File: src/tbrl_ram.sv
// Generic single-clock RAM with one write port and one registered read port.
module tbrl_ram #(
    parameter int WIDTH = 8,
    parameter int DEPTH = 16
) (
    input  logic                     i_clk,
    input  logic                     i_we,
    input  logic [$clog2(DEPTH)-1:0] i_waddr,
    input  logic [WIDTH-1:0]         i_wdata,
    input  logic                     i_re,
    input  logic [$clog2(DEPTH)-1:0] i_raddr,
    output logic [WIDTH-1:0]         o_rdata
);

    logic [WIDTH-1:0] r_mem [DEPTH];
    logic [WIDTH-1:0] r_rdata;

    always_ff @(posedge i_clk) begin
        if (i_we) begin
            r_mem[i_waddr] <= i_wdata;
        end
        if (i_re) begin
            r_rdata <= r_mem[i_raddr];
        end
    end

    assign o_rdata = r_rdata;

endmodule

File: config.mk
export PLATFORM = sky130hd
export DESIGN_NAME = tbrl_ram
export DESIGN_NICKNAME = d
export VERILOG_FILES = /design/src/tbrl_ram.sv
export SDC_FILE = /design/constraint.sdc
export NUM_CORES = 1
export LEC_CHECK = 0
export BUFFER_PORTS_ARGS = -buffer_cell sky130_fd_sc_hd__buf_2
export CORE_UTILIZATION = 53
export DETAILED_ROUTE_END_ITERATION = 16
export PLACE_DENSITY = 0.71
export SLEW_MARGIN = 20
export SYNTH_ARGS = -nofsm -noshare
export SYNTH_HDL_FRONTEND = slang
export SYNTH_SLANG_ARGS = --single-unit
File: constraint.sdc
create_clock -name i_clk -period 1.9 [get_ports i_clk]
set_input_delay 0.285 -clock i_clk [delete_from_list [all_inputs] [get_ports i_clk]]
set_output_delay 0.285 -clock i_clk [all_outputs]
set_load 0.01 [all_outputs]
# [Word-level counts from Yosys, hierarchy flattened]
# Memory sizes are Yosys's and may differ from the RTL's. A register that Yosys moved wholly into a read port is not among the register bits.
# Index checks and enable logic that the tools add are counted.
[totals] reg_bits=0 n_memories=1 output_inout_bits=8 in_bits=19 mem_bits_rw=128 word_cells=3
[classes] muxes=2
[mem_list] name="r_mem" words=16 word_bits=8 read_ports=1 rd_clocked_by_memory_dff=1 wr=1 line="15" source="logic [WIDTH-1:0] r_mem [DEPTH];"
[op_table] operator="$mux W1" n=2

# [Logic depth before layout (Yosys ltp)]
[depth] ltp_word=2 mapped_depth=5 ltp_nobuf=3

# [Least setup slack after synthesis]
# No wires, ideal clock.
[synth_timing] path_kind="input to register" startpoint="input i_waddr[2]" endpoint="memory r_mem[0][0] (enable)" path_buffers=0 setup_ps=383 required_time_ps=1517 cell_stages=2 setup_slack_ps=122 t_arrival_ps=1395 cell_sequence="or3b_2 nor3_1"
[synth_lines] item="start, declared" line="8" source="input logic [$clog2(DEPTH)-1:0] i_waddr,"
[synth_lines] item="end, declared" line="15"
# No word-level cell before the write port.

==> reports/summary.md <==
The flow ran to the end, and the final reports show no timing, DRC or antenna violations. Cell with the most instances after synthesis: edfxtp_1. STA puts the critical path data arrival time at 1.81 ns.

The total of warnings raised by yosys was 0; the share of the clock period used by the worst path was 81.1%. The synthesized design devotes to its leading area cell type 78.1% of total area. In this run the critical register-to-register path is launched from r_mem[11][4]$_DFFE_PP_. The clock reaches the later pin of the worst-skew pair after 0.52 ns.

The depth of the worst register-to-register path is 3. Setup violations remaining at the end of the flow were counted as 0. 27 I/O pins were placed.

In the final design database the tool counted 307 nets. The top fanout value on the critical path works out to 1. The die width is 101 microns, and the maximum VDD drop is 514 uV.

The dominant register cell in the synthesized netlist is edfxtp_1. TritonCTS built the clock tree. The worst setup path is launched from a flop.

Global routing finished with a remaining overflow of 0. The initial utilization of the core area, before any placement, comes to 55.5%. The routed length per instance was 23.7 microns; the static power due to leakage was 2.12 nW. By area the synthesized netlist is led by edfxtp_1 (78%), mux4_2 (7.8%), mux4_1 (7.0%). The number of global-route vias before repair came out at 2620.

The startpoint identified for the worst hold timing path is i_re. The antenna violation net count after detailed routing is 0, and the fraction of synthesis flops using an asynchronous set or reset pin is 0%. The post-route netlist has 32.9% of its cells at a drive strength greater than 1. The tool flagged a number of max-cap violations equal to 0. The worst setup path category is flop to flop. In this run the register-to-register setup slack is 0.36 ns. Sequential elements use 78.1% of the synthesized area. The logs give 17 for the maximum number of pins on one net before global-route repair and 0 for the detailed-route DRC error count.

Data required time of the critical path: 2.16 ns. The routed layout has 2517 vias. The cell taking the most area after synthesis was edfxtp_1. Setup repair after global routing left no endpoint under its margin. The cell sitting at the root of the clock tree is a clkbuf_8. The accumulated negative setup slack is 0 ns, and the number of pins with negative max-slew slack in the final report is 0. The routed wire length came out at 10.2 mm.

The average instance in the mapped netlist occupies 22.8 sq um. Ranked by instance count, the synthesized netlist is headed by edfxtp_1 (136), mux4_2 (18), a22oi_1 (16), mux4_1 (14), nor2_1 (13). Counting every net in the synthesized netlist gives 248.

The growth of design area from synthesis to finish was 19.1%. The floorplan step defined a die boundary enclosing 10300 sq um. The count of final hold-check violations was 0; the transition time at the pin with the least slew margin was 0.405 ns. Power spread over the standard cell area amounts to 1110 nW/um^2. Detailed placement finished with a half-perimeter wire length of 6.47 mm. The longest clock path from root to sink contains 2 buffers. For this run, the top clock speed supported by timing is 649 MHz.

The min-delay analysis places its worst path in the category input pin to flop. 0 antenna diodes ended up in the layout. The number of resized instances in the post-cts repair step is 0, and the clock period minus worst slack is 1.54 ns.

The max-slew headroom at the worst pin was 73.0%. CTS saw 136 sinks. The worst setup path is captured at a flop. The sequential cells in the finished layout cover a total of 4080 sq um. The worst hold path terminates at o_rdata[1]$_DFFE_PP_. Setup clock skew after layout: 0.00796 ns.

In this run the core area contains 35 standard-cell rows. The depth of the worst hold-timing path was 1; the die boundary height was 101 microns. The worst register-to-register path ends at o_rdata[4]$_DFFE_PP_. Number of antenna violations at the first check in global routing: 0. The count of TritonRoute iterations in the first routing pass was 4; the synthesis-stage register bit count was 136.

The floorplan step defined a core boundary enclosing 9420 sq um. For the number of DRC markers after the initial detailed-route iteration, the log shows 116. After detailed placement, the design holds a cell count of 398. The cell area that synthesis handed to floorplanning was 5230 sq um.

The logs give 15.5 mm for the global-route wire length before repair and 18 for the count of unique library cells instantiated by Yosys. Counting the fill cells in the layout gives 574. The number of cells in the finished layout apart from fillers was 430.

Port buffering added 26 buffers. Clock tree synthesis inserted a total of 17 buffers. The tools report the count of hold buffers inserted by post-cts repair as 0. The post-detailed-route via-to-cell ratio is 5.85, and the number of synthesized flops with an enable pin is 136. Global routing used 22.8% of the available tracks across all layers. Once the clock tree was built, the setup fixing pass inserted 0 buffers. The multi-input combinational cells in the finished layout cover a total of 1060 sq um.

The post-synthesis instance total came out at 229. Routability-driven placement finished with a final weighted congestion of 0.688. The tools report the CTS H-tree depth as 4. The clock-pin slew reported for the worst setup and hold paths after clock tree synthesis came out at 0.06 ns.
## sequential cells by signal, indices dropped and copies added (netlist names)
name     cells
r_mem      128
o_rdata      8
## metrics by stage
stage	worst slack (ns)	total power, W	cell area, sq um	hold slack, ns	util, %
final	0.359	0.00694	6230	0.150	66.2
after global routing	0.303	0.00712	6230	0.136	66.2
after CTS	0.368	0.00697	6230	0.134	66.2
after detailed placement	0.0305	0.00379	5640	0.682	59.9
after global placement	0.0296	0.00378	5640	0.675	59.9
after floorplan	0.122	0.00363	5230	0.384	-
## critical path, cell delays in order (launching register included)
cell      delay [ns]
edfxtp_1        0.38
mux4_1          0.49
a22oi_1         0.34
nand2_1         0.08
## cells in the final DEF (no fill, tap or decap)
cell type	instances
clkbuf_16	16
nor2_1	13
edfxtp_1	136
or3b_2	1
a22oi_1	16
buf_12	2
and2_1	1
clkinv_2	1
nand3b_1	2
inv_6	3
buf_2	26
nor3_1	4
clkbuf_8	1
nor2b_1	1
clkinvlp_4	4
clkinv_1	2
nand2b_1	2
bufinv_16	3
and2b_1	1
mux4_1	14
clkinv_4	2
nand2_1	9
buf_4	22
mux4_2	18
nand3_1	1
## area by class of cell
class                           count  area share [%]
Timing Repair Buffer               50            5.38
Tap cell                          129            2.59
Clock buffer                       17            6.65
Multi-Input combinational cell     83            17.0
Sequential cell                   136            65.6
Clock inverter                     15            2.83
## how the worst max path moves through the flow
stage / to / slack, ns / startpoint
2_1_floorplan: r_mem[0][0]$_DFFE_PP_ / 0.12 / i_waddr[2]
3_3_place_gp: o_rdata[4]$_DFFE_PP_ / 0.03 / i_raddr[0]
4_1_cts: o_rdata[1]$_DFFE_PP_ / 0.37 / r_mem[2][1]$_DFFE_PP_
3_5_place_dp: o_rdata[4]$_DFFE_PP_ / 0.03 / i_raddr[0]
6_report: o_rdata[4]$_DFFE_PP_ / 0.36 / r_mem[11][4]$_DFFE_PP_
5_1_grt: o_rdata[4]$_DFFE_PP_ / 0.30 / r_mem[9][4]$_DFFE_PP_
## logic make-up after synthesis
logic type             after synthesis  share of synthesized area [%]
and+or+nand+nor                     35                           3.14
AOI/OAI and AO/OA                   16                           2.30
DFF                                136                           78.1
buffers and inverters               10                           1.65
muxes                               32                           14.8
## where the power goes
group / switching, W / internal, W
clock: 0.00121 / 0.00200
combinational: 0.000182 / 0.000139
sequential: 0.0000212 / 0.00338
total: 0.00142 / 0.00552
## per-layer routing
metal	wire length, microns	vias to the layer above	track usage, %
met5	0	-	0
met2	5010	90	34.4
met3	436	34	6.28
met1	4290	1292	29.6
li1	-	1101	-
met4	459	0	14.7
(Power assumes the default switching activity.)
