`src/tbrl_pkg.sv`:
```
// Shared types and constants of the token bucket rate limiter.
package tbrl_pkg;

    localparam int SLOT_W    = 8;
    localparam int NOW_W     = 32;
    localparam int MAXREQ_W  = 16;
    localparam int WIN_W     = 24;
    localparam int LEVEL_W   = 40;
    localparam int ADD_W     = NOW_W + MAXREQ_W;
    localparam int SUM_W     = ADD_W + 1;
    localparam int RETRY_W   = 15;
    localparam int SCALE_W   = 10;
    localparam int DVS_W     = MAXREQ_W + SCALE_W;
    localparam int CFG_AW    = 1;
    localparam int CFG_DW    = WIN_W;
    localparam int IN_SLOTS  = 2 ** SLOT_W;

    localparam int SLOTS_DEF = 256;

    localparam logic [MAXREQ_W-1:0] MAXREQ_RST   = MAXREQ_W'(10);
    localparam logic [WIN_W-1:0]    WIN_RST      = WIN_W'(1000);
    localparam logic [SCALE_W-1:0]  MS_PER_S     = SCALE_W'(1000);

    // Configuration register indexes.
    localparam logic [CFG_AW-1:0] CFG_MAX_REQ   = CFG_AW'(0);
    localparam logic [CFG_AW-1:0] CFG_WINDOW_MS = CFG_AW'(1);

    typedef struct packed {
        logic [SLOT_W-1:0] client_slot;
        logic [NOW_W-1:0]  now_ms;
    } t_req;

    typedef struct packed {
        logic               allowed;
        logic [RETRY_W-1:0] retry_after_s;
    } t_rsp;

    // One bucket as it lies in the state memory.
    typedef struct packed {
        logic               seen;
        logic [LEVEL_W-1:0] level;
        logic [NOW_W-1:0]   last_ms;
    } t_entry;

    localparam int ENTRY_W = $bits(t_entry);

endpackage

```
`src/tbrl_div.sv`:
```
// Restoring serial divider for the retry time, one quotient bit per cycle.
module tbrl_div
    import tbrl_pkg::*;
(
    input  logic              i_clk,
    input  logic              i_rst_n,
    input  logic              i_start,
    input  logic [WIN_W-1:0]  i_dividend,
    input  logic [DVS_W-1:0]  i_divisor,
    output logic              o_done,
    output logic [WIN_W-1:0]  o_quot
);

    localparam int CNT_W = $clog2(WIN_W + 1);

    logic             r_busy;
    logic             r_done;
    logic [CNT_W-1:0] r_cnt;
    logic [DVS_W-1:0] r_rem;
    logic [DVS_W-1:0] r_dvs;
    logic [WIN_W-1:0] r_dvd;

    logic [DVS_W:0]   n_trial;
    logic             n_qbit;
    logic [DVS_W-1:0] n_rem;

    // The partial remainder stays below the divisor, so one shifted bit fits.
    always_comb begin
        n_trial = {r_rem, r_dvd[WIN_W-1]};
        n_qbit  = (n_trial >= {1'b0, r_dvs});
        n_rem   = n_qbit ? DVS_W'(n_trial - {1'b0, r_dvs}) : n_trial[DVS_W-1:0];
    end

    always_ff @(posedge i_clk) begin
        if (!i_rst_n) begin
            r_busy <= 1'b0;
            r_done <= 1'b0;
            r_cnt  <= '0;
        end else begin
            r_done <= 1'b0;
            if (i_start) begin
                r_busy <= 1'b1;
                r_cnt  <= CNT_W'(WIN_W - 1);
                r_rem  <= '0;
                r_dvs  <= i_divisor;
                r_dvd  <= i_dividend;
            end else if (r_busy) begin
                r_rem <= n_rem;
                r_dvd <= {r_dvd[WIN_W-2:0], n_qbit};
                if (r_cnt == '0) begin
                    r_busy <= 1'b0;
                    r_done <= 1'b1;
                end else begin
                    r_cnt <= r_cnt - CNT_W'(1);
                end
            end
        end
    end

    assign o_done = r_done;
    assign o_quot = r_dvd;

endmodule
```
`config.mk`:
```
export PLATFORM = sky130hd
export DESIGN_NAME = tbrl_div
export DESIGN_NICKNAME = d
export VERILOG_FILES = /design/src/tbrl_pkg.sv /design/src/tbrl_div.sv
export SDC_FILE = /design/constraint.sdc
export NUM_CORES = 1
export LEC_CHECK = 0
export BUFFER_PORTS_ARGS = -buffer_cell sky130_fd_sc_hd__buf_2
export CAP_MARGIN = 20
export CORE_ASPECT_RATIO = 0.5
export CORE_MARGIN = 2
export CORE_UTILIZATION = 40
export DETAILED_ROUTE_END_ITERATION = 10
export SKIP_CTS_REPAIR_TIMING = 1
export SYNTH_ARGS = -nofsm -noshare
export SYNTH_HDL_FRONTEND = slang
export SYNTH_SLANG_ARGS = --single-unit
```
`constraint.sdc`:
```
create_clock -name i_clk -period 4.3 [get_ports i_clk]
set_clock_uncertainty 0.1 [all_clocks]
set_input_delay 0.43 -clock i_clk [delete_from_list [all_inputs] [get_ports i_clk]]
set_output_delay 0.43 -clock i_clk [all_outputs]
set_load 0.02 [all_outputs]
```
---- Word level (Yosys, flattened, before mapping) ----
Index checks and enable logic that the tools add are counted.
Widths: inputs -> output; s select.
word-level totals
  word-level logic and storage cells ...... 33
  register bits after elaboration ......... 83
operators by class
  equality and inequality tests ........... 1
  order comparisons ....................... 1
  reduce and logical (&&, ||, !) cells .... 8
  $add $sub $neg .......................... 2
  bitwise logic cells ..................... 3
  multiplexer cells ....................... 11
operators by type and width
  kind                 number
  $mux 26              2
  $mux 24              2
  $ge 27x26->1         1
  $sub 26x26->26       1
  $mux 5               3
  $reduce_and 2->1     4
  $logic_not 5->1      1
  $sub 5x1->5 const B  1
  $mux 1               4
  $not 1->1            3
  $reduce_or 3->1      1
  $ne 2x2->1 const B   1
  $reduce_bool 2->1    1
  $reduce_or 2->1      1

---- Depth between registers and ports, before layout ----
Gate-level depths: netlist (run 1).
  depth after elaboration ................. 4
  mapped depth ............................ 12
  gate-level depth less buffers ........... 12

---- Worst setup path before layout (run 1) ----
OpenSTA, ideal clock, no wires.
  path kind ............................... register to register
  from .................................... register r_dvd[23], in the netlist o_quot[23]
  to ...................................... register r_rem[24], data pin
  library setup time ...................... 0.263 ns
  cell stages (with the launch flop) ...... 12
  arrival ................................. 2.375 ns
  setup slack ............................. 1.562 ns
  buffers on the path ..................... 0
  period minus slack after synthesis ...... 2.738 ns
  cells stage by stage .................... edfxtp_1 -> inv_1 -> ha_1 -> inv_1 -> fa_1 -> a21oi_1 -> o211a_1 -> o21ai_0 -> a31o_2 -> a41oi_1 -> xor2_1 -> o22ai_1
between the ends
  cells in the longest elaborated chain, start to end .. 3
  elaborated cells between the ends (all ways) .. 4
  classes of those cells .................. 1 x add/sub; 1 x order compare; 2 x mux
RTL lines
  item                                            line                            text
  start, declared                                 tbrl_div.sv:21                  logic [WIN_W-1:0] r_dvd;
  start signal, assigned                          tbrl_div.sv:46                  r_dvd <= i_dividend;
  start signal, assigned                          tbrl_div.sv:49                  r_dvd <= {r_dvd[WIN_W-2:0], n_qbit};
  $sub 26x26->26 or $ge 27x26->1 (tied branches)  tbrl_div.sv:31, tbrl_div.sv:30
  $mux 26 *                                       tbrl_div.sv:31                  n_rem = n_qbit ? DVS_W'(n_trial - {1'b0, r_dvs}) : n_trial[DVS_W-1:0];
  $mux 26 *                                       tbrl_div.sv:47                  end else if (r_busy) begin
  end signal, assigned                            tbrl_div.sv:48                  r_rem <= n_rem;
  end, declared                                   tbrl_div.sv:19                  logic [DVS_W-1:0] r_rem;
Every way passes the cells marked *; elsewhere a longest branch is shown, timed or not. The select of a mux whose other input is x is not followed.
A chain may end at the register's enable or synchronous reset.

---- Worst setup path after layout (run 1) ----
  from .................................... register r_rem[19]
  to ...................................... register r_dvd[0], in the netlist o_quot[0], data pin
between the ends
  cells in the longest elaborated chain, start to end .. 3
RTL lines
  item          line            text
  $ge 27x26->1  tbrl_div.sv:30  n_qbit = (n_trial >= {1'b0, r_dvs});
  $mux 24       tbrl_div.sv:47
  $mux 24       tbrl_div.sv:41  if (i_start) begin
Every way passes these cells. The select of a mux whose other input is x is not followed.

==> metrics.txt, run 1 <==
# TYPE chip_impl_metric gauge
chip_impl_info{name="status",value="finished, final reports clean"} 1
chip_impl_metric{name="tritoncts_num_sinks",unit=""} 83
chip_impl_metric{name="hpwl",unit="µm"} 6984
chip_impl_metric{name="cts_max_level",unit=""} 3
chip_impl_info{name="rsz_0062_raised_after_global_routing",value="no"} 1
chip_impl_info{name="rr_startpoint",value="r_rem[19]"} 1
chip_impl_info{name="hp-class",value="in -> reg"} 1
chip_impl_metric{name="netlist_instances",unit=""} 424
chip_impl_metric{name="syn-cell-area",unit="µm²"} 4841
chip_impl_metric{name="layout-area-overhead-vs-synth",unit="%"} 17.63
chip_impl_metric{name="setup-violations-final",unit=""} 0
chip_impl_metric{name="fillerInstances",unit=""} 1106
chip_impl_metric{name="layout-drive-gt1-share",unit="%"} 26.73
chip_impl_metric{name="clock_path_buffers",unit=""} 2
chip_impl_info{name="min-delay-start",value="i_divisor[23]"} 1
chip_impl_metric{name="dieWidth",unit="µm"} 159.6
chip_impl_metric{name="routed_via_count",unit=""} 3372
chip_impl_info{name="path_cells",value="ha_1, a21oi_1, o21ai_1, a21oi_1, nor2b_1, o21ai_1, o2111ai_4, buf_4, mux2_2"} 1
chip_impl_metric{name="post_drt_wl_per_cell",unit="µm"} 14.53
chip_impl_info{name="end_kind",value="flop"} 1
chip_impl_metric{name="drv_slew",unit=""} 0
chip_impl_metric{name="fmax",unit="MHz"} 317.9
chip_impl_metric{name="rows",unit=""} 28
chip_impl_metric{name="detail-route-antenna-nets",unit=""} 0
chip_impl_metric{name="fin_crit",unit="ns"} 3.146
chip_impl_metric{name="largest_net_degree_at_the_start_of_global_routing",unit=""} 37
chip_impl_metric{name="initialDrtViolationCount",unit=""} 204
chip_impl_metric{name="core_area",unit="µm²"} 11810
chip_impl_metric{name="path_max_fanout",unit=""} 19
chip_impl_metric{name="power.density_cell_area",unit="nW/µm²"} 421.2
chip_impl_metric{name="drt-total-wl",unit="µm"} 9734
chip_impl_metric{name="port-buffer-count",unit=""} 77
chip_impl_metric{name="drt_pre_antenna_iters",unit=""} 4
chip_impl_metric{name="insertedDiodeCount",unit=""} 0
chip_impl_metric{name="remaining_drc_errors",unit=""} 0
chip_impl_info{name="cpLargestDelayFamily",value="compound AO/OA/AOI/OAI gates"} 1
chip_impl_metric{name="fraction_of_the_yosys_area_taken_by_sequential_cells",unit="%"} 50.04
chip_impl_metric{name="total_leakage_power",unit="nW"} 2.354
chip_impl_metric{name="pwr-share-comb",unit="%"} 24.9
chip_impl_info{name="timing.critical_path.from_type",value="flop"} 1
chip_impl_metric{name="area_of_the_multi_input_gates",unit="µm²"} 2215
chip_impl_info{name="tritoncts_clock_tree",value="built"} 1
chip_impl_metric{name="finalHoldViolCount",unit=""} 0
chip_impl_metric{name="initial_core_util",unit="%"} 41.00
chip_impl_metric{name="syn_avg_cell_area",unit="µm²"} 11.42
chip_impl_metric{name="cap_viol_max_count",unit=""} 0
chip_impl_info{name="worst_path_max_delay_cell",value="sky130_fd_sc_hd__edfxtp_1"} 1
chip_impl_metric{name="ys_seq_elements",unit=""} 83
chip_impl_metric{name="power.switching_fraction",unit="%"} 29.69
chip_impl_info{name="worst_path_class_setup",value="reg -> reg"} 1
chip_impl_metric{name="irDropWorstVdd",unit="V"} 0.0001790
chip_impl_info{name="cts-root-buf",value="sky130_fd_sc_hd__clkbuf_16"} 1
chip_impl_metric{name="yosys_warnings",unit=""} 0
chip_impl_metric{name="critPathMaxStageDelay",unit="ns"} 0.39
chip_impl_metric{name="clock_power_share",unit="%"} 33.4
chip_impl_metric{name="seqPwrFrac",unit="%"} 41.7
chip_impl_metric{name="gp_routability_congestion",unit=""} 0.8358
chip_impl_metric{name="synth_cell_type_count",unit=""} 53
chip_impl_metric{name="totalPowerFinal",unit="mW"} 2.398
chip_impl_metric{name="synthArstFlopShare",unit="%"} 0
chip_impl_metric{name="fp.dieArea",unit="µm²"} 13050
chip_impl_info{name="startpoint",value="r_rem[19]"} 1
chip_impl_metric{name="crit_buf_inv",unit=""} 1
chip_impl_metric{name="synth-edff-count",unit=""} 76
chip_impl_metric{name="worstMarginPinSlew",unit="ns"} 0.7990
chip_impl_metric{name="syn_nets",unit=""} 506
chip_impl_metric{name="grt_antenna_before_repair",unit=""} 0
chip_impl_metric{name="clkTransAtPathRegs",unit="ns"} 0.07
chip_impl_metric{name="clock_insertion_delay_worst_skew",unit="ns"} 0.35
chip_impl_metric{name="tritoncts.num_buffers",unit=""} 9
chip_impl_metric{name="switchingPower",unit="µW"} 712.0
chip_impl_metric{name="final.period_utilization",unit="%"} 73.16
chip_impl_metric{name="nets",unit=""} 582
chip_impl_metric{name="seq_area",unit="µm²"} 2422
chip_impl_metric{name="relSlewSlack",unit="%"} 46.73
chip_impl_metric{name="power_report.internal_total",unit="mW"} 1.686
chip_impl_metric{name="globalRouteTotalUtil",unit="%"} 15.84
chip_impl_metric{name="grt_pass1_vias",unit=""} 3342
chip_impl_metric{name="final.setup.tns",unit="ns"} 0
chip_impl_metric{name="die-height",unit="µm"} 81.79
chip_impl_metric{name="worst-endpoint-required",unit="ns"} 4.30
chip_impl_metric{name="avgViaCountPerCell",unit=""} 5.033
chip_impl_metric{name="grt_pass1_wl",unit="µm"} 16200
chip_impl_info{name="dominantRegCellSynth",value="sky130_fd_sc_hd__edfxtp_1"} 1
chip_impl_metric{name="gr-total-overflow",unit=""} 0
chip_impl_metric{name="io_pins",unit=""} 78
chip_impl_metric{name="timing.critical_path.arrival",unit="ns"} 3.14
-- power by group through the flow --
stage,registers (mW),clock network (mW),logic [mW]
2_1_floorplan,1.03,0,0.448
3_3_place_gp,1.02,0,0.592
3_5_place_dp,1.02,0,0.595
4_1_cts,1.00,0.821,0.598
5_1_grt,1.01,0.851,0.670
6_report,1.00,0.802,0.597
-- worst register-to-register path, stage by stage, from the launching register on --
cell and delay [ns]:
sky130_fd_sc_hd__edfxtp_1 0.39, sky130_fd_sc_hd__ha_1 0.38, sky130_fd_sc_hd__a21oi_1 0.34, sky130_fd_sc_hd__o21ai_1 0.14, sky130_fd_sc_hd__a21oi_1 0.21, sky130_fd_sc_hd__nor2b_1 0.09
sky130_fd_sc_hd__o21ai_1 0.25, sky130_fd_sc_hd__o2111ai_4 0.37, sky130_fd_sc_hd__buf_4 0.36, sky130_fd_sc_hd__mux2_2 0.29
-- final cells by class --
cell class	instances	share of cell area, %
sequential	83	42.54
multi-input combinational	291	38.89
timing repair buffer	81	7.295
clock buffer	9	3.955
tap	165	3.626
inverter	34	2.241
clock inverter	7	1.450
-- per-layer routing --
layer	wire, µm	vias up	global-route usage, %
li1	-	1709	-
met1	5102	1581	21.53
met2	4008	74	24.46
met3	535	8	4.646
met4	88	0	5.364
met5	0	-	0
-- logic make-up after synthesis --
| kind of cell | count (synthesis) | synth area share (%) |
|---|---|---|
| AO/OA/AOI/OAI | 93 | 14.03 |
| flip-flops | 83 | 50.04 |
| adder cells (fa/ha/maj) | 29 | 7.651 |
| XOR/XNOR | 25 | 4.523 |
| buffers and inverters | 50 | 4.239 |
| AND/OR/NAND/NOR | 106 | 11.04 |
| multiplexers | 38 | 8.478 |
-- stage by stage --
| stage | instances | utilization, % | worst slack [ns] | hold slack [ns] | instance area, µm² |
|---|---|---|---|---|---|
| 5_1_grt | 670 | 48.23 | 0.9448 | 0.1486 | 5694 |
| 4_1_cts | 670 | 48.23 | 1.185 | 0.1460 | 5694 |
| 2_1_floorplan | 424 | - | 1.562 | 0.4289 | 4841 |
| 3_3_place_gp | 654 | 45.62 | 1.186 | 0.4550 | 5386 |
| 3_5_place_dp | 654 | 45.62 | 1.166 | 0.4613 | 5386 |
| 6_report | 670 | 48.23 | 1.154 | 0.1584 | 5694 |
-- cell usage in the layout (no fill, tap or decap), types with 6 or more instances in the layout --
| master | Yosys | routed |
|---|---|---|
| sky130_fd_sc_hd__nand2_1 | 22 | 22 |
| sky130_fd_sc_hd__clkbuf_16 | 0 | 9 |
| sky130_fd_sc_hd__o22ai_1 | 6 | 6 |
| sky130_fd_sc_hd__xnor2_1 | 17 | 17 |
| sky130_fd_sc_hd__mux2_2 | 24 | 24 |
| sky130_fd_sc_hd__o21a_1 | 11 | 10 |
| sky130_fd_sc_hd__dfxtp_1 | 7 | 7 |
| sky130_fd_sc_hd__nor2_1 | 35 | 35 |
| sky130_fd_sc_hd__mux2i_1 | 14 | 14 |
| sky130_fd_sc_hd__nand3_1 | 9 | 9 |
| sky130_fd_sc_hd__buf_2 | 2 | 77 |
| sky130_fd_sc_hd__inv_1 | 34 | 34 |
| sky130_fd_sc_hd__edfxtp_1 | 76 | 76 |
| sky130_fd_sc_hd__ha_1 | 28 | 28 |
| sky130_fd_sc_hd__nand2b_1 | 10 | 10 |
| sky130_fd_sc_hd__a21oi_1 | 21 | 21 |
| sky130_fd_sc_hd__o21ai_0 | 13 | 13 |
| sky130_fd_sc_hd__xor2_1 | 8 | 8 |
| sky130_fd_sc_hd__a21o_1 | 7 | 7 |
-- path summary, 6_finish.rpt --
check                                  to  slack [ns]  depth (start not counted)
worst max-delay path            o_quot[0]        1.15                          9
worst min-delay path            r_dvs[23]        0.16                          1
worst max register to register  o_quot[0]        1.15                          9
worst min register to register   r_cnt[3]        0.47                          2
-- flip-flops by register name, summed over array words and instances, names as in the netlist --
signal and cells:
o_quot 24, r_cnt 5, r_busy 1, r_rem 26, o_done 1, r_dvs 26
-- cell usage after synthesis (3+ instances only) --
cell type                  count  area, µm²
sky130_fd_sc_hd__o21ai_0      13      65.06
sky130_fd_sc_hd__nor2b_1       5      31.28
sky130_fd_sc_hd__inv_1        34      127.6
sky130_fd_sc_hd__xnor2_1      17      148.9
sky130_fd_sc_hd__clkbuf_1     12      45.04
sky130_fd_sc_hd__and3_1        5      31.28
sky130_fd_sc_hd__a211oi_2      5      62.56
sky130_fd_sc_hd__xor2_1        8      70.07
sky130_fd_sc_hd__a31oi_1       4      25.02
sky130_fd_sc_hd__o21bai_1      3      22.52
sky130_fd_sc_hd__o21ai_1       3      15.01
sky130_fd_sc_hd__o21a_1       11      82.58
sky130_fd_sc_hd__a21o_1        7      52.55
sky130_fd_sc_hd__edfxtp_1     76       2282
sky130_fd_sc_hd__a211oi_1      5      37.54
sky130_fd_sc_hd__o22ai_1       6      37.54
sky130_fd_sc_hd__nand3_1       9      45.04
sky130_fd_sc_hd__mux2i_1      14      140.1
sky130_fd_sc_hd__mux2_2       24      270.3
sky130_fd_sc_hd__and2_1        4      25.02
sky130_fd_sc_hd__a21oi_1      21      105.1
sky130_fd_sc_hd__nand2b_1     10      62.56
sky130_fd_sc_hd__dfxtp_1       7      140.1
sky130_fd_sc_hd__nand2_1      22      82.58
sky130_fd_sc_hd__nor2_1       35      131.4
sky130_fd_sc_hd__ha_1         28      350.3
Power figures use the tool's default switching activity.
==> run 2: changes to the inputs <==
- ABC_AREA: not set -> 1
- clock period: 4.3 -> 2.6 ns (I/O delays scaled with it)
==> run 2 against run 1 <==
Net effect:
- core utilization increased by 2.0 points
- sequential power rose by 67%
- worst hold slack lost 0.11 ns
- clock power up 67%
- synthesized cell count increased by 74%
- design area rose by 19%
==> metrics.txt, run 2 <==
# TYPE chip_impl_metric gauge
chip_impl_metric{name="remaining_drc_errors",unit=""} 0
chip_impl_metric{name="setup-violations-final",unit=""} 0
chip_impl_metric{name="final.setup.tns",unit="ns"} 0
chip_impl_metric{name="routed_via_count",unit=""} 4826
chip_impl_metric{name="nets",unit=""} 935
chip_impl_metric{name="synth_xor_xnor_area_share",unit="%"} 1.741
chip_impl_metric{name="synth-compound-area-share",unit="%"} 5.563
chip_impl_info{name="timing.hold.worst_endpoint",value="r_cnt[4]"} 1
chip_impl_metric{name="drt_pre_antenna_iters",unit=""} 5
chip_impl_info{name="end_kind",value="flop"} 1
chip_impl_metric{name="insertedDiodeCount",unit=""} 0
chip_impl_metric{name="gp_routability_congestion",unit=""} 0.9231
chip_impl_info{name="hp-class",value="in -> reg"} 1
chip_impl_metric{name="drt-total-wl",unit="µm"} 13330
chip_impl_metric{name="globalRouteTotalUtil",unit="%"} 18.94
chip_impl_metric{name="post_synth_mux_area_share",unit="%"} 0
chip_impl_info{name="post-synth-top-area-cell",value="sky130_fd_sc_hd__edfxtp_1"} 1
chip_impl_metric{name="initial_core_util",unit="%"} 40.94
chip_impl_metric{name="groute.layer.met2.usage",unit="%"} 28.31
chip_impl_metric{name="worst_hold_path_cells",unit=""} 3
chip_impl_metric{name="grt_pass1_wl",unit="µm"} 22030
chip_impl_metric{name="pwr-share-comb",unit="%"} 30.0
chip_impl_metric{name="switchingPower",unit="mW"} 1.484
chip_impl_info{name="min-delay-start",value="i_rst_n"} 1
chip_impl_metric{name="worstMarginPinSlew",unit="ns"} 0.4112
chip_impl_metric{name="gr-usage-met3",unit="%"} 4.316
chip_impl_info{name="worst_path_class_setup",value="reg -> reg"} 1
chip_impl_metric{name="power.switching_fraction",unit="%"} 34.50
chip_impl_metric{name="clock_path_buffers",unit=""} 2
chip_impl_metric{name="tritoncts.num_buffers",unit=""} 9
chip_impl_metric{name="ys_seq_elements",unit=""} 83
chip_impl_metric{name="final.period_utilization",unit="%"} 94.34
chip_impl_metric{name="setup_ws",unit="ns"} 0.1473
chip_impl_metric{name="core_area",unit="µm²"} 13510
chip_impl_metric{name="hpwl",unit="µm"} 9997
chip_impl_metric{name="layout-drive-gt1-share",unit="%"} 16.90
chip_impl_metric{name="cap_viol_max_count",unit=""} 0
chip_impl_metric{name="cts_max_level",unit=""} 3
chip_impl_metric{name="utilization",unit="%"} 50.25
chip_impl_metric{name="timing.critical_path.arrival",unit="ns"} 2.46
chip_impl_metric{name="clkTransAtPathRegs",unit="ns"} 0.08
chip_impl_metric{name="pre_cts_ws",unit="ns"} 0.1152
chip_impl_metric{name="timing.hold.ws",unit="ns"} 0.05043
chip_impl_metric{name="port-buffer-count",unit=""} 77
chip_impl_metric{name="detail-route-antenna-nets",unit=""} 0
chip_impl_metric{name="post-synth-top-area-fraction",unit="%"} 41.25
chip_impl_info{name="synth_top_cells_by_area",value="sky130_fd_sc_hd__edfxtp_1 (41%), sky130_fd_sc_hd__nand2_1 (19%), sky130_fd_sc_hd__inv_1 (8.0%)"} 1
chip_impl_metric{name="total_leakage_power",unit="nW"} 3.447
chip_impl_metric{name="rows",unit=""} 30
chip_impl_metric{name="fillerInstances",unit=""} 1346
chip_impl_metric{name="tritoncts_num_sinks",unit=""} 83
chip_impl_metric{name="grt_antenna_before_repair",unit=""} 0
chip_impl_metric{name="fin_crit",unit="ns"} 2.453
chip_impl_metric{name="post_synth_and_or_nand_nor_area_fraction",unit="%"} 32.27
chip_impl_metric{name="synth-edff-count",unit=""} 76
chip_impl_metric{name="irDropWorstVdd",unit="V"} 0.0003401
chip_impl_metric{name="synthArstFlopShare",unit="%"} 0
chip_impl_metric{name="initialDrtViolationCount",unit=""} 318
chip_impl_info{name="dominant_combinational_cell_family_by_area_after_synthesis",value="simple AND/OR/NAND/NOR gates"} 1
chip_impl_metric{name="fp.dieArea",unit="µm²"} 14850
chip_impl_metric{name="dieWidth",unit="µm"} 170.3
chip_impl_info{name="most-common-layout-cells",value="sky130_fd_sc_hd__nand2_1 (275), sky130_fd_sc_hd__inv_1 (118), sky130_fd_sc_hd__nor2_1 (78)"} 1
chip_impl_info{name="commonest_non_fill_non_tap_cell_in_the_layout",value="sky130_fd_sc_hd__nand2_1"} 1
chip_impl_metric{name="die-height",unit="µm"} 87.17
chip_impl_metric{name="relSlewSlack",unit="%"} 72.55
chip_impl_metric{name="netlist_instances",unit=""} 737
chip_impl_metric{name="synth_cell_type_count",unit=""} 34
chip_impl_info{name="rr_startpoint",value="r_rem[17]"} 1
chip_impl_metric{name="synthAdderAreaFrac",unit="%"} 6.694
chip_impl_info{name="synth.most_common_cell",value="sky130_fd_sc_hd__nand2_1"} 1
chip_impl_metric{name="r2r_cells",unit=""} 11
chip_impl_metric{name="clock_power_share",unit="%"} 31.2
chip_impl_info{name="r2r_end",value="r_rem[18]"} 1
chip_impl_metric{name="syn-cell-area",unit="µm²"} 5533
chip_impl_metric{name="fraction_of_the_yosys_area_taken_by_sequential_cells",unit="%"} 43.78
chip_impl_metric{name="syn_avg_cell_area",unit="µm²"} 7.507
chip_impl_metric{name="clock_insertion_delay_worst_skew",unit="ns"} 0.35
chip_impl_metric{name="fmax",unit="MHz"} 407.7
chip_impl_metric{name="avgViaCountPerCell",unit=""} 4.667
chip_impl_metric{name="path_max_fanout",unit=""} 11
chip_impl_metric{name="drv_slew",unit=""} 0
chip_impl_info{name="ys_top_cells_by_count",value="sky130_fd_sc_hd__nand2_1 (275), sky130_fd_sc_hd__inv_1 (118), sky130_fd_sc_hd__nor2_1 (80)"} 1
chip_impl_metric{name="yosys_warnings",unit=""} 0
chip_impl_metric{name="grt_pass1_vias",unit=""} 4526
chip_impl_metric{name="layout-area-overhead-vs-synth",unit="%"} 22.73
chip_impl_metric{name="seqPwrFrac",unit="%"} 38.8
chip_impl_info{name="dominantRegCellSynth",value="sky130_fd_sc_hd__edfxtp_1"} 1
chip_impl_metric{name="power_report.internal_total",unit="mW"} 2.817
chip_impl_info{name="busiest_layer_in_global_routing",value="met2"} 1
chip_impl_metric{name="grtUsageMet1",unit="%"} 27.92
chip_impl_metric{name="worst-endpoint-required",unit="ns"} 2.61
chip_impl_info{name="status",value="finished, final reports clean"} 1
chip_impl_metric{name="power.density_cell_area",unit="nW/µm²"} 633.4
chip_impl_info{name="timing.critical_path.from_type",value="flop"} 1
chip_impl_info{name="tritoncts_clock_tree",value="built"} 1
chip_impl_metric{name="post_drt_wl_per_cell",unit="µm"} 12.89
chip_impl_metric{name="largest_net_degree_at_the_start_of_global_routing",unit=""} 36
chip_impl_metric{name="regToRegSetupSlack",unit="ns"} 0.15
chip_impl_info{name="cts-root-buf",value="sky130_fd_sc_hd__clkbuf_16"} 1
chip_impl_metric{name="io_pins",unit=""} 78
chip_impl_metric{name="gr-total-overflow",unit=""} 0
chip_impl_metric{name="syn_nets",unit=""} 819
chip_impl_metric{name="finalHoldViolCount",unit=""} 0
## run 2: cell families after synthesis
family | count (synthesis)
AOI/OAI and AO/OA | 49
xor gates and xnor gates | 11
adders and majority gates | 29
buffers and inverters | 139
DFF | 83
and+or+nand+nor | 426
## run 2: metal layers
layer	share of wire [%]	vias to the layer above
met5	0	-
met2	41	126
met4	1.0	0
li1	-	2524
met1	53	2164
met3	5.5	12
## run 2: how the worst max path moves through the flow
| stage | from | end | slack, ns | cells after the start |
|---|---|---|---|---|
| final | r_rem[17] | r_rem[18] | 0.15 | 11 |
| after global routing | r_rem[10] | r_rem[18] | -0.003 | 11 |
| after CTS | r_rem[8] | r_rem[18] | 0.13 | 11 |
| after detailed placement | r_rem[8] | r_rem[18] | 0.12 | 11 |
| after global placement | r_rem[7] | r_rem[25] | 0.13 | 10 |
| after floorplan | i_start | o_quot[0] | 0.23 | 4 |
## run 2: area by class of cell
class	count	area, µm²	area share, %
well taps	176	220.2	3.243
flip-flops and latches	83	2422	35.67
repair buffers	116	743.2	10.95
multi-input cells	515	2609	38.42
clock buffers	10	250.2	3.685
clock inverters	6	62.56	0.9213
inverters	128	483.0	7.113
## run 2: power groups by stage
| stage | clock network (mW) | registers [mW] | logic, mW |
|---|---|---|---|
| floorplan | 0 | 1.72 | 0.885 |
| global placement | 0 | 1.69 | 1.23 |
| detailed placement | 0 | 1.69 | 1.24 |
| CTS | 1.38 | 1.67 | 1.25 |
| global route | 1.43 | 1.68 | 1.46 |
| finish | 1.34 | 1.67 | 1.29 |
## run 2: critical path, stage by stage, from the launching register on
cell and delay, ns:
sky130_fd_sc_hd__edfxtp_1 0.42, sky130_fd_sc_hd__ha_1 0.42, sky130_fd_sc_hd__nand2_1 0.15, sky130_fd_sc_hd__nor2_2 0.17, sky130_fd_sc_hd__nand2_2 0.09, sky130_fd_sc_hd__nor2_2 0.11, sky130_fd_sc_hd__nand4_2 0.11, sky130_fd_sc_hd__nand3_4 0.21
sky130_fd_sc_hd__buf_4 0.21, sky130_fd_sc_hd__nand2_1 0.06, sky130_fd_sc_hd__nor2_1 0.11, sky130_fd_sc_hd__nor2_1 0.05
## run 2: metrics by stage
step	cell area, µm²	instances	total power, mW
after global routing	6790	1034	4.577
after detailed placement	6180	992	2.934
after floorplan	5544	737	2.600
final	6790	1034	4.301
after CTS	6492	1008	4.293
after global placement	6180	992	2.925
==> run 3: changes to the inputs <==
- ABC_AREA: 1 -> not set
==> run 3 against run 2 <==
Net effect:
- the flow now finishes with violations (setup timing)
- via count decreased by 23%
- final cell count fell by 28%
- worst hold slack got worse by 0.032 ns
- combinational power grew 5%
- count of clock-buffer cells in the layout fell by 1
- wire length is 14% lower
- global-route usage decreased by 1.8 points
- non-clock buffer count rose by 44
- critical path depth rose by 1
- register-to-register slack got worse by 0.27 ns
- core utilization rose by 6.1 points
- maximum frequency shrank 10%
- largest cell class is now flip-flops and latches
==> metrics.txt, run 3 (synthesis results as in run 1) <==
# TYPE chip_impl_metric gauge
chip_impl_metric{name="nets",unit=""} 661
chip_impl_metric{name="power.switching_fraction",unit="%"} 30.08
chip_impl_metric{name="clock_path_buffers",unit=""} 2
chip_impl_metric{name="remaining_drc_errors",unit=""} 0
chip_impl_metric{name="irDropWorstVdd",unit="V"} 0.0003518
chip_impl_metric{name="initialDrtViolationCount",unit=""} 162
chip_impl_metric{name="globalRouteTotalUtil",unit="%"} 17.15
chip_impl_metric{name="fin_crit",unit="ns"} 2.726
chip_impl_metric{name="post_drt_wl_per_cell",unit="µm"} 15.26
chip_impl_info{name="worst_path_class_setup",value="reg -> reg"} 1
chip_impl_metric{name="cp.depth",unit=""} 12
chip_impl_info{name="end_kind",value="flop"} 1
chip_impl_metric{name="critPathMaxStageDelay",unit="ns"} 0.39
chip_impl_metric{name="total_leakage_power",unit="nW"} 2.772
chip_impl_metric{name="timing.critical_path.arrival",unit="ns"} 2.71
chip_impl_metric{name="setup-violations-final",unit=""} 27
chip_impl_metric{name="core_area",unit="µm²"} 11810
chip_impl_metric{name="clkTransAtPathRegs",unit="ns"} 0.07
chip_impl_metric{name="layout.cell_area.non_filler",unit="µm²"} 6656
chip_impl_metric{name="die-height",unit="µm"} 81.79
chip_impl_metric{name="timing.hold.ws",unit="ns"} 0.01847
chip_impl_metric{name="grt_antenna_before_repair",unit=""} 0
chip_impl_metric{name="fillerInstances",unit=""} 1046
chip_impl_metric{name="seqPwrFrac",unit="%"} 38.1
chip_impl_metric{name="gr-total-overflow",unit=""} 0
chip_impl_metric{name="seq_area",unit="µm²"} 2422
chip_impl_metric{name="worstMarginPinSlew",unit="ns"} 0.4419
chip_impl_info{name="cpLargestDelayFamily",value="compound AO/OA/AOI/OAI gates"} 1
chip_impl_metric{name="grt_pass1_vias",unit=""} 3460
chip_impl_metric{name="layout-area-overhead-vs-synth",unit="%"} 37.50
chip_impl_metric{name="power_report.internal_total",unit="mW"} 3.048
chip_impl_metric{name="layout-drive-gt1-share",unit="%"} 37.16
chip_impl_metric{name="fmax",unit="MHz"} 366.8
chip_impl_metric{name="placed_area",unit="µm²"} 5758
chip_impl_metric{name="power.density_cell_area",unit="nW/µm²"} 654.9
chip_impl_metric{name="dieWidth",unit="µm"} 159.6
chip_impl_metric{name="tritoncts.num_buffers",unit=""} 9
chip_impl_metric{name="rows",unit=""} 28
chip_impl_metric{name="setup_ws",unit="ns"} -0.1263
chip_impl_metric{name="routed_via_count",unit=""} 3706
chip_impl_info{name="commonest_non_fill_non_tap_cell_in_the_layout",value="sky130_fd_sc_hd__buf_2"} 1
chip_impl_metric{name="grt_pass1_wl",unit="µm"} 17370
chip_impl_metric{name="worst_hold_path_cells",unit=""} 1
chip_impl_metric{name="gp_routability_congestion",unit=""} 0.8365
chip_impl_info{name="rsz_0062_raised_after_global_routing",value="yes"} 1
chip_impl_metric{name="avgViaCountPerCell",unit=""} 4.948
chip_impl_metric{name="pre_cts_ws",unit="ns"} -0.1459
chip_impl_metric{name="r2r_cells",unit=""} 12
chip_impl_metric{name="initial_core_util",unit="%"} 41.00
chip_impl_metric{name="clock_power_share",unit="%"} 30.8
chip_impl_info{name="hp-class",value="in -> reg"} 1
chip_impl_metric{name="final.period_utilization",unit="%"} 104.9
chip_impl_metric{name="largest_net_degree_at_the_start_of_global_routing",unit=""} 35
chip_impl_metric{name="drv_slew",unit=""} 0
chip_impl_metric{name="fp.dieArea",unit="µm²"} 13050
chip_impl_metric{name="insertedDiodeCount",unit=""} 0
chip_impl_metric{name="tritoncts_num_sinks",unit=""} 83
chip_impl_metric{name="totalPowerFinal",unit="mW"} 4.359
chip_impl_metric{name="path_max_fanout",unit=""} 3
chip_impl_info{name="path_cells",value="inv_2, ha_4, nor2b_4, o2111a_2, o21ai_2, nand3b_4, buf_4, buf_4, nand2_1, nand2_1, a2111oi_4, o32ai_1"} 1
chip_impl_metric{name="drt_pre_antenna_iters",unit=""} 4
chip_impl_metric{name="area_of_the_multi_input_gates",unit="µm²"} 2422
chip_impl_info{name="cts-root-buf",value="sky130_fd_sc_hd__clkbuf_16"} 1
chip_impl_metric{name="pwr-share-comb",unit="%"} 31.1
chip_impl_metric{name="utilization",unit="%"} 56.38
chip_impl_info{name="most-common-layout-cells",value="sky130_fd_sc_hd__buf_2 (77), sky130_fd_sc_hd__edfxtp_1 (76), sky130_fd_sc_hd__buf_4 (46)"} 1
chip_impl_metric{name="hpwl",unit="µm"} 7606
chip_impl_metric{name="detail-route-antenna-nets",unit=""} 0
chip_impl_metric{name="clock_insertion_delay_worst_skew",unit="ns"} 0.35
chip_impl_metric{name="finalHoldViolCount",unit=""} 0
chip_impl_metric{name="cap_viol_max_count",unit=""} 0
chip_impl_metric{name="port-buffer-count",unit=""} 77
chip_impl_metric{name="crit_buf_inv",unit=""} 3
chip_impl_info{name="violations",value="setup timing"} 1
chip_impl_metric{name="drt-total-wl",unit="µm"} 11430
chip_impl_metric{name="relSlewSlack",unit="%"} 70.13
chip_impl_info{name="timing.critical_path.from_type",value="flop"} 1
chip_impl_metric{name="switchingPower",unit="mW"} 1.311
chip_impl_info{name="status",value="complete, but fails checks"} 1
chip_impl_info{name="tritoncts_clock_tree",value="built"} 1
chip_impl_metric{name="io_pins",unit=""} 78
chip_impl_metric{name="cts_max_level",unit=""} 3
chip_impl_metric{name="worst-endpoint-required",unit="ns"} 2.58
chip_impl_info{name="worst_path_max_delay_cell",value="sky130_fd_sc_hd__edfxtp_1"} 1
==> run 3: cell types whose count changed in the layout (fill, tap and decap cells not counted), sizes merged, moves of 14 or more <==
cell,delta
nand3,-20
o21bai,-15
xnor2,+17
inv,-88
mux2,+24
nor2,-63
buf,+44
nand2,-256
mux2i,+14
==> run 3: per-stage QoR <==
| stage | TNS, ns | std cells |
|---|---|---|
| 6_report | -1.870 | 749 |
| 5_1_grt | -5.153 | 749 |
| 4_1_cts | -2.122 | 709 |
| 3_5_place_dp | -1.756 | 693 |
| 3_3_place_gp | -0.3669 | 693 |
| 2_1_floorplan | 0 | 424 |
==> run 3: area by class of cell <==
cell class	count	share of cell area, %
flip-flops and latches	83	36.39
repair buffers	160	17.63
well taps	165	3.102
multi-input cells	291	36.39
inverters	34	1.917
clock buffers	9	3.383
clock inverters	7	1.184
==> run 3: power groups by stage <==
stage | Combinational (mW) | Sequential (mW) | Clock [mW]
6_report | 1.36 | 1.66 | 1.34
5_1_grt | 1.48 | 1.67 | 1.42
3_5_place_dp | 1.14 | 1.68 | 0
4_1_cts | 1.15 | 1.66 | 1.37
3_3_place_gp | 1.13 | 1.68 | 0
2_1_floorplan | 0.753 | 1.70 | 0
==> run 3: worst reg2reg max path: cells and delay by family (launching register included) <==
| kind | cells | cell delay (ns) |
|---|---|---|
| and+or+nand+nor | 4 | 0.45 |
| buffers and inverters | 3 | 0.37 |
| DFF | 1 | 0.39 |
| AOI/OAI and AO/OA | 4 | 0.96 |
| adders and majority gates | 1 | 0.20 |
==> run 3: per-layer routing <==
metal	track usage [%]	vias up	part of all wire, %
met1	23.21	1756	51
met5	0	-	0
met3	5.000	8	4.7
met2	27.19	70	44
met4	4.636	0	0.75
li1	-	1872	-
==> run 3: final timing paths <==
check                     to           from  slack [ns]
setup / recovery   r_rem[25]       r_dvs[1]       -0.13
hold / removal     r_dvs[21]  i_divisor[21]        0.02
setup reg to reg   r_rem[25]       r_dvs[1]       -0.13
hold reg to reg   o_quot[10]      o_quot[9]        0.47
